--- src/sv/nmea_sentence_framer_checker_assert.svh ---
// assertion macros shared by the nmea sentence framer modules
// depends on clk and rst_n being visible in the including module
`ifndef NMEA_SENTENCE_FRAMER_CHECKER_ASSERT_SVH
`define NMEA_SENTENCE_FRAMER_CHECKER_ASSERT_SVH

// consequent checked in the same cycle as the antecedent
`define NSFC_ASSERT_SAME(label, ante, cons, msg) \
    label: assert property (@(posedge clk) disable iff (!rst_n) (ante) |-> (cons)) \
        else $error(msg);

// consequent checked in the cycle after the antecedent
`define NSFC_ASSERT_NEXT(label, ante, cons, msg) \
    label: assert property (@(posedge clk) disable iff (!rst_n) (ante) |=> (cons)) \
        else $error(msg);

`endif

--- src/sv/nsfc_pkg.sv ---
// shared types, character codes and helper functions for the nmea sentence framer
// no dependencies
package nsfc_pkg;

    // character codes
    localparam logic [7:0] CH_DOLLAR = 8'h24;
    localparam logic [7:0] CH_CR     = 8'h0D;
    localparam logic [7:0] CH_LF     = 8'h0A;
    localparam logic [7:0] CH_STAR   = 8'h2A;

    // sentence type strings, first letter in the top byte
    localparam logic [23:0] STR_GGA = "GGA";
    localparam logic [23:0] STR_RMC = "RMC";
    localparam logic [23:0] STR_GSV = "GSV";
    localparam logic [23:0] STR_GLL = "GLL";
    localparam logic [23:0] STR_GSA = "GSA";
    localparam logic [23:0] STR_VTG = "VTG";

    // sentence type codes
    typedef logic [2:0] nsfc_type_t;
    localparam nsfc_type_t TYPE_OTHER = 3'd0;
    localparam nsfc_type_t TYPE_GGA   = 3'd1;
    localparam nsfc_type_t TYPE_RMC   = 3'd2;
    localparam nsfc_type_t TYPE_GSV   = 3'd3;
    localparam nsfc_type_t TYPE_GLL   = 3'd4;
    localparam nsfc_type_t TYPE_GSA   = 3'd5;
    localparam nsfc_type_t TYPE_VTG   = 3'd6;

    // byte class decided by the front end
    typedef enum logic [1:0] {
        KIND_DATA   = 2'd0,
        KIND_CR     = 2'd1,
        KIND_LF     = 2'd2,
        KIND_DOLLAR = 2'd3
    } nsfc_kind_t;

    // one queued byte with its class
    typedef struct packed {
        nsfc_kind_t kind;
        logic [7:0] data;
    } nsfc_item_t;

    // queue between front and back
    localparam int QUEUE_DEPTH = 2;
    localparam int QUEUE_PTR_W = 1;
    localparam int QUEUE_CNT_W = 2;

    // upper-case hex character of a nibble
    function automatic logic [7:0] hex_digit(input logic [3:0] nib);
        logic [7:0] wide;
        wide = {4'h0, nib};
        return (nib < 4'd10) ? (8'h30 + wide) : (8'h37 + wide);
    endfunction

    // sentence type from the three letters after the talker id
    function automatic nsfc_type_t classify(input logic [23:0] letters);
        nsfc_type_t code;
        priority if (letters == STR_GGA) code = TYPE_GGA;
        else if (letters == STR_RMC) code = TYPE_RMC;
        else if (letters == STR_GSV) code = TYPE_GSV;
        else if (letters == STR_GLL) code = TYPE_GLL;
        else if (letters == STR_GSA) code = TYPE_GSA;
        else if (letters == STR_VTG) code = TYPE_VTG;
        else code = TYPE_OTHER;
        return code;
    endfunction

endpackage

--- src/sv/nsfc_back.sv ---
// back end: line framing, running xor, tail check and result register
// depends on nsfc_pkg and the assertion macro header
`include "nmea_sentence_framer_checker_assert.svh"

module nsfc_back #(
    parameter int LINE_BYTES = 128
) (
    input  logic              clk,
    input  logic              rst_n,
    input  logic              item_valid,
    input  nsfc_pkg::nsfc_item_t item,
    output logic              item_pop,
    output logic              out_valid,
    input  logic              out_stall,
    output logic              checksum_ok,
    output nsfc_pkg::nsfc_type_t sentence_type,
    output logic [6:0]        line_length,
    output logic [7:0]        computed_xor
);
    import nsfc_pkg::*;

    localparam int FILL_W = $clog2(LINE_BYTES);
    localparam logic [FILL_W-1:0] FILL_LIMIT = FILL_W'(LINE_BYTES - 2);

    logic [FILL_W-1:0] fill_reg, fill_next;
    logic [7:0]        xor_reg, xor_next;
    logic [7:0]        tail_reg [3];
    logic [7:0]        tail_next [3];
    logic [7:0]        letters_reg [3];
    logic [7:0]        letters_next [3];
    logic [FILL_W-1:0] pos_inc;
    logic [8:0]        count_wide;
    logic              result_load;
    logic              ok_next;
    nsfc_type_t        type_next;

    logic              out_valid_reg, out_valid_next;
    logic              checksum_ok_reg;
    nsfc_type_t        sentence_type_reg;
    logic [6:0]        line_length_reg;
    logic [7:0]        computed_xor_reg;

    // only a line feed waits for room in the result register
    assign item_pop   = item_valid
                     && (item.kind != KIND_LF || !out_valid_reg || !out_stall);
    assign pos_inc    = fill_reg + 1'b1;
    assign count_wide = 9'(pos_inc);

    // line state update
    always_comb
    begin
        fill_next    = fill_reg;
        xor_next     = xor_reg;
        tail_next    = tail_reg;
        letters_next = letters_reg;
        result_load  = 1'b0;
        if (item_pop)
        begin
            priority if (item.kind == KIND_DOLLAR)
            begin
                fill_next    = FILL_W'(1);
                xor_next     = '0;
                tail_next    = '{default: 8'h00};
                letters_next = '{default: 8'h00};
            end
            else if (fill_reg >= FILL_LIMIT)
            begin
                fill_next = '0;
            end
            else if (fill_reg != '0 && item.kind != KIND_CR)
            begin
                fill_next = pos_inc;
                if (fill_reg == FILL_W'(3)) letters_next[0] = item.data;
                if (fill_reg == FILL_W'(4)) letters_next[1] = item.data;
                if (fill_reg == FILL_W'(5)) letters_next[2] = item.data;
                if (item.kind != KIND_LF)
                begin
                    if (fill_reg >= FILL_W'(4))
                    begin
                        xor_next = xor_reg ^ tail_reg[0];
                    end
                    tail_next[0] = tail_reg[1];
                    tail_next[1] = tail_reg[2];
                    tail_next[2] = item.data;
                end
                else
                begin
                    result_load = 1'b1;
                    fill_next   = '0;
                end
            end
        end
    end

    // checksum field compare and sentence type
    assign ok_next = (count_wide >= 9'd5)
                  && (tail_reg[0] == CH_STAR)
                  && (tail_reg[1] == hex_digit(xor_reg[7:4]))
                  && (tail_reg[2] == hex_digit(xor_reg[3:0]));
    assign type_next = classify({letters_next[0], letters_next[1], letters_next[2]});

    always_ff @(posedge clk or negedge rst_n)
    begin
        if (!rst_n)
        begin
            fill_reg    <= '0;
            xor_reg     <= '0;
            tail_reg    <= '{default: 8'h00};
            letters_reg <= '{default: 8'h00};
        end
        else
        begin
            fill_reg    <= fill_next;
            xor_reg     <= xor_next;
            tail_reg    <= tail_next;
            letters_reg <= letters_next;
        end
    end

    // result register, holds while stalled
    assign out_valid_next = result_load || (out_valid_reg && out_stall);

    always_ff @(posedge clk or negedge rst_n)
    begin
        if (!rst_n)
        begin
            out_valid_reg <= 1'b0;
        end
        else
        begin
            out_valid_reg <= out_valid_next;
        end
    end

    always_ff @(posedge clk)
    begin
        if (result_load)
        begin
            checksum_ok_reg   <= ok_next;
            sentence_type_reg <= type_next;
            line_length_reg   <= count_wide[6:0];
            computed_xor_reg  <= xor_reg;
        end
    end

    assign out_valid     = out_valid_reg;
    assign checksum_ok   = checksum_ok_reg;
    assign sentence_type = sentence_type_reg;
    assign line_length   = line_length_reg;
    assign computed_xor  = computed_xor_reg;

    `NSFC_ASSERT_SAME(a_fill_bound, 1'b1, fill_reg <= FILL_LIMIT, "line fill beyond limit")
    `NSFC_ASSERT_SAME(a_result_on_lf, result_load, item.kind == KIND_LF && item_pop,
        "result without line feed transfer")
    `NSFC_ASSERT_NEXT(a_line_closed, result_load, fill_reg == '0 && out_valid_reg,
        "line not closed after result")

endmodule

--- config.mk ---
export PLATFORM = sky130hd
export DESIGN_NAME = nsfc_back
export DESIGN_NICKNAME = d
export VERILOG_FILES = /design/src/sv/nsfc_pkg.sv /design/src/sv/nsfc_back.sv
export VERILOG_INCLUDE_DIRS = /design/src /design/src/sv
export SDC_FILE = /design/constraint.sdc
export NUM_CORES = 1
export LEC_CHECK = 0
export BUFFER_PORTS_ARGS = -buffer_cell sky130_fd_sc_hd__clkbuf_2
export CAP_MARGIN = 40
export CORE_MARGIN = 2
export CORE_UTILIZATION = 54
export DETAILED_ROUTE_END_ITERATION = 10
export PLACE_DENSITY = 0.77
export SLEW_MARGIN = 20
export SYNTH_ARGS = -nofsm -noshare
export SYNTH_HDL_FRONTEND = slang
export SYNTH_SLANG_ARGS = --single-unit
--- constraint.sdc ---
create_clock -name clk -period 2.95 [get_ports clk]
set_input_delay 0.1475 -clock clk [delete_from_list [all_inputs] [get_ports clk]]
set_output_delay 0.1475 -clock clk [all_outputs]
set_load 0.03 [all_outputs]
* Word level (Yosys, flattened, before mapping)
Cells that the tools add are included.
** Storage, ports and cells
- Bits in registers :: 83
- Input port bits :: 14
- Output and inout port bits :: 21
- Word-level logic and storage cells :: 93
** Cells by class
- $add $sub $neg :: 5
- Order comparisons :: 5
- Equal/unequal tests :: 16
- Muxes and demuxes :: 32
- Bitwise logic cells :: 1
- Reduce and logical (&&, ||, !) cells :: 20
** Operators with widths (count)
- 24-bit two-way mux :: 8
- 24-bit by 23-bit == test with 1-bit output (second input constant) :: 6
- 8-bit two-way mux :: 8
- 7-bit two-way mux :: 6
- 6-bit by 4-bit adder with 7-bit output (first input constant) :: 4
- 8-bit by 7-bit == test with 1-bit output :: 2
- 7-bit by 3-bit == test with 1-bit output (second input constant) :: 2
- 7-bit by 3-bit greater-or-equal comparator with 1-bit output (second input constant) :: 2
- 3-bit two-way mux :: 3
- 8-bit by 6-bit == test with 1-bit output (second input constant) :: 1
- 4-bit < comparator (second input constant) :: 2
- 8-bit XOR :: 1
- 7-bit by 1-bit adder with 7-bit output (second input constant) :: 1
- 7-bit by 2-bit == test with 1-bit output (second input constant) :: 1
- 7-bit greater-or-equal comparator (second input constant) :: 1
- 7-bit nonzero test :: 1
- 1-bit logical AND :: 6
- 2-bit nonzero test :: 3
- 1-bit two-way mux :: 5
- 5-bit AND reduction :: 1
- 2-bit two-way mux :: 2
- 2-bit inequality test (second input constant) :: 2
- 4-bit AND reduction :: 1
- 1-bit logical OR :: 3
- other kinds (6) :: 7

* Depth between registers and ports, before layout
- Depth after elaboration :: 12
- Gate-level depth with buffers :: 10
- Gate-level depth less buffers :: 9

* Least setup slack after synthesis
Ideal clock, no wire load.
- Path type :: register to register
- From :: register out_valid_reg, in the netlist out_valid
- To :: register checksum_ok_reg, in the netlist checksum_ok (enable)
- Setup time :: 0.422 ns
- Arrival time :: 2.540 ns
- Required time :: 2.528 ns
- Setup slack :: -0.011 ns
- Stages on the path, launching flop included :: 6
- Period minus slack after synthesis :: 2.961 ns
- Cell sequence :: dfrtp_1 > and3_1 > clkbuf_1 > nor2_1 > nand2_1 > nor3_1
** On the way
- Word-level cells in the longest chain between the ends :: 5
** Ends and longest elaborated chain
- start: declaration :: RTL line nsfc_back.sv:37 : logic out_valid_reg, out_valid_next;
- start signal: assignment :: RTL line nsfc_back.sv:131 : out_valid_reg <= out_valid_next;
- 1-bit logical NOT :: RTL line nsfc_back.sv:45 : && (item.kind != KIND_LF || !out_valid_reg || !out_stall);
- 1-bit logical OR (2 in series) :: RTL line nsfc_back.sv:45
- 1-bit logical AND :: RTL line nsfc_back.sv:45
- 1-bit two-way mux :: RTL line nsfc_back.sv:57 : if (item_pop)
- net result_load :: RTL line nsfc_back.sv:33 : logic result_load;
- end signal: assignment :: RTL line nsfc_back.sv:139 : checksum_ok_reg <= ok_next;
- end: declaration :: RTL line nsfc_back.sv:38 : logic checksum_ok_reg;
The timed path passes the listed nets, and every way through them passes these cells.
A chain may end at the register's enable or synchronous reset.

* Final worst setup path
- From :: register fill_reg[3]
- To :: register sentence_type_reg[2], in the netlist sentence_type[2], data pin
** On the way
- Word-level cells in the longest chain between the ends :: 10
- Elaborated cells between the ends (all ways) :: 23
** Ends and longest elaborated chain
- start: declaration :: RTL line nsfc_back.sv:25 : logic [FILL_W-1:0] fill_reg, fill_next;
- start signal: assignment :: RTL line nsfc_back.sv:113 : fill_reg <= fill_next;
- parallel branches: the longest is 3 deep, another holds 7-bit greater-or-equal comparator
- 24-bit two-way mux * :: RTL line nsfc_back.sv:66 : else if (fill_reg >= FILL_LIMIT)
- 24-bit two-way mux * :: RTL line nsfc_back.sv:59 : priority if (item.kind == KIND_DOLLAR)
- 24-bit two-way mux * :: RTL line nsfc_back.sv:57
- 24-bit by 23-bit == test with 1-bit output :: RTL line nsfc_pkg.sv:63 : else if (letters == STR_VTG) code = TYPE_VTG;
- 3-bit two-way mux :: RTL line nsfc_pkg.sv:63
- 3-bit two-way mux :: RTL line nsfc_pkg.sv:62 : else if (letters == STR_GSA) code = TYPE_GSA;
- 3-bit two-way mux :: RTL line nsfc_pkg.sv:61 : else if (letters == STR_GLL) code = TYPE_GLL;
- end signal: assignment :: RTL line nsfc_back.sv:140 : sentence_type_reg <= type_next;
- end: declaration :: RTL line nsfc_back.sv:39 : nsfc_type_t sentence_type_reg;
Every way passes the cells marked *.

==> results.yml <==
outcome:
  status: "completed"
detailed_routing:
  routed_via_density: 5.83
  routed_wl_um: 10200
  dr_total_vias: 3589
  top_layer_used: "met4"
  routed-wl-met3_um: 649
  wl_met1_um: 4620
  drc: 0
  wl_met2_um: 4780
  drtAntennaViolNets: 0
  dr.pass1.iters: 5
  first_iter_violations: 292
  wire_per_inst_um: 16.5
placement:
  hpwl_um: 7330
  io_buffer_count: 34
  place.gp.congestion: 0.886
  dp_cells: 595
pwr:
  power.switching_mw: 1.23
  p_sw_share_pct: 36.4
  comb_power_share_pct: 30.0
  p_leak_nw: 2.21
  p_per_area_mw_per_mm2: 675
  p_int_mw: 2.15
  clkPwrFrac_pct: 22.1
  max-vdd-ir-drop_mv: 0.369
  seq_power_share_pct: 47.9
  power_mw: 3.37
global_route:
  grt_pass1_wl_um: 16300
  antenna_found_initial: 0
  grt_overflow_total: 0
  grt_pass1_vias: 3259
  grt_max_degree: 65
  track_usage_pct: 24.4
layout:
  final_nets: 530
  fill_cells: 633
  final_common_cell: "nand2_1"
  seqCellArea_mm2: 0.00217
  instances_no_fill: 616
  area_growth_pct: 17.2
  multi_input_area_mm2: 0.00197
  drive_gt1_share_pct: 20.2
  layout_common_cells: "nand2_1, dfrtp_1, o21ai_0"
  antennaDiodeCount: 0
die:
  fp.dieW_um: 92.9
  num_rows: 32
  start_util_pct: 55.5
  die_y_um: 92.9
  io_pins: 35
  core_area_mm2: 0.00769
  die_area_mm2: 0.00862
timing:
  slew_violations: 0
  timing.fmax_mhz: 345
  skew_ns: 0.00932
  rsz0062_at_grt: "yes"
  max_slew_margin_pct: 55.6
  timing.final.crit_share_pct: 98.3
  setup_viol: 0
  hold_viol_final: 0
  worst_pin_slew_ns: 0.662
  timing.final.crit_period_ns: 2.90
yosys:
  netlist_instances: 447
  seq_area_frac_synth_pct: 51.0
  ys.flop_type: "dfrtp_1"
  synth_area_leader_cell: "dfrtp_1"
  syn_avg_cell_area_um2: 9.54
  synth-warning-count: 0
  synth-edff-count: 19
  ys_seq_elements: 83
  synthTopCellsByArea: "dfrtp_1, edfxtp_1, nand2_1"
  yosys.area.top_type_share_pct: 37.6
  syn_area_mm2: 0.00426
  async_flop_share_pct: 77.1
  yosysUniqueCellTypes: 62
  synth_nets: 468
clock_network:
  cts_tree: "built"
  cts_buffer_depth: 2
  numCtsBuffers: 9
  worstSkewPairLatency_ns: 0.36
  clockRootBuffer: "clkbuf_8"
  clock_sinks: 83
  htree_levels: 3
  clkTransAtPathRegs_ns: 0.09
min_path:
  hold_class: "in2reg"
critical_path:
  end_kind: "flop"
  cp_data_required_time_ns: 3.15
  critical_path_arrival_ns: 3.10
  crit_fanout: 7
  worst-setup-path-type: "reg2reg"
  worstSetupStartpointType: "flop"
flow_run:
  maxCapViolCount: 0
kinds of logic (layout without fill, tap and decap cells):
group           after synthesis  after routing  share of synthesized area, %
compound gates              111            111                          16.7
flops                        83             83                          51.0
xor+xnor                     21             21                          4.31
simple gates                180            180                          21.3
mux                           3              3                         0.822
buf+inv                      42            109                          3.90
fa+ha+maj                     7              7                          2.05
synth_stat cells (3+ instances only):
| library cell | count |
|---|---|
| nor3b_1 | 3 |
| edfxtp_1 | 19 |
| and3_1 | 6 |
| nand4b_1 | 3 |
| nand2_1 | 81 |
| a22o_1 | 7 |
| a31oi_1 | 6 |
| inv_1 | 21 |
| nand2b_1 | 5 |
| or4_1 | 4 |
| o21ai_0 | 43 |
| clkbuf_1 | 15 |
| ha_1 | 7 |
| xnor2_1 | 10 |
| or3_1 | 3 |
| a21oi_1 | 19 |
| xor2_1 | 11 |
| o31ai_1 | 9 |
| nor2_1 | 27 |
| nor3_1 | 9 |
| nand4_1 | 9 |
| dfrtp_1 | 64 |
| o22ai_1 | 4 |
| nand3_1 | 13 |
worst max-delay path, cell delays in order, from the launching register on:
cell     delay, ns
dfrtp_1       0.39
or4_4         0.60
or3_4         0.38
or4_1         0.48
o311a_1       0.13
nor4_2        0.32
nand4_1       0.25
o22ai_1       0.20
power by group through the flow:
stage	combinational [mW]	clock (mW)	sequential, mW
finish	1.01	0.745	1.62
global route	1.12	0.801	1.64
CTS	0.978	0.757	1.60
detailed placement	0.970	0	1.63
global placement	0.952	0	1.61
floorplan	0.659	0	1.60
metrics by stage:
step	util [%]	hold slack (ns)	TNS, ns	area (um^2)	worst slack, ns
2_1_floorplan	-	-0.148	0	4270	0.155
3_3_place_gp	61.4	0.363	0	4720	0.0697
3_5_place_dp	61.4	0.367	-0.104	4720	-0.0867
4_1_cts	63.9	0.0228	0	4910	0.000848
5_1_grt	65.0	0.0569	-0.0386	4990	-0.0219
6_report	65.0	0.0275	0	4990	0.0490
what timing repair did:
item                                    4_1_cts  5_1_grt
pin swaps                                     2        8
gates resized for setup                       2        7
hold endpoints to repair                     44        0
setup buffers                                 0        3
endpoints found under the setup margin        3        3
hold buffers                                  1        0
area by class of cell:
| class | count | share of cell area, % |
|---|---|---|
| Timing Repair Buffer | 69 | 9.19 |
| Clock buffer | 10 | 2.56 |
| Tap cell | 102 | 2.56 |
| Sequential cell | 83 | 43.5 |
| Multi-Input combinational cell | 322 | 39.4 |
| Inverter | 24 | 1.80 |
| Clock inverter | 6 | 0.952 |
path summary, 6_finish.rpt:
kind	start	to	slack (ns)	depth (start not counted)
min in group asynchronous	rst_n	xor_reg[2]$_DFFE_PN0P_	0.23	3
setup / recovery	fill_reg[3]$_DFFE_PN0P_	sentence_type[2]$_SDFFCE_PP0P_	0.05	7
hold / removal	out_stall	out_valid$_DFF_PN0_	0.03	2
max in group asynchronous	rst_n	fill_reg[1]$_DFFE_PN0P_	2.21	4
hold reg to reg	letters_reg[14]$_DFF_PN0_	letters_reg[14]$_DFF_PN0_	0.48	2
setup reg to reg	fill_reg[3]$_DFFE_PN0P_	sentence_type[2]$_SDFFCE_PP0P_	0.05	7
layer usage:
metal  vias up  track usage [%]
li1       1728                -
met1      1706             35.2
met2       142             37.9
met3        13             5.37
met4         0             5.76
met5         -                0
No activity file was read; power rests on OpenSTA's default activity.
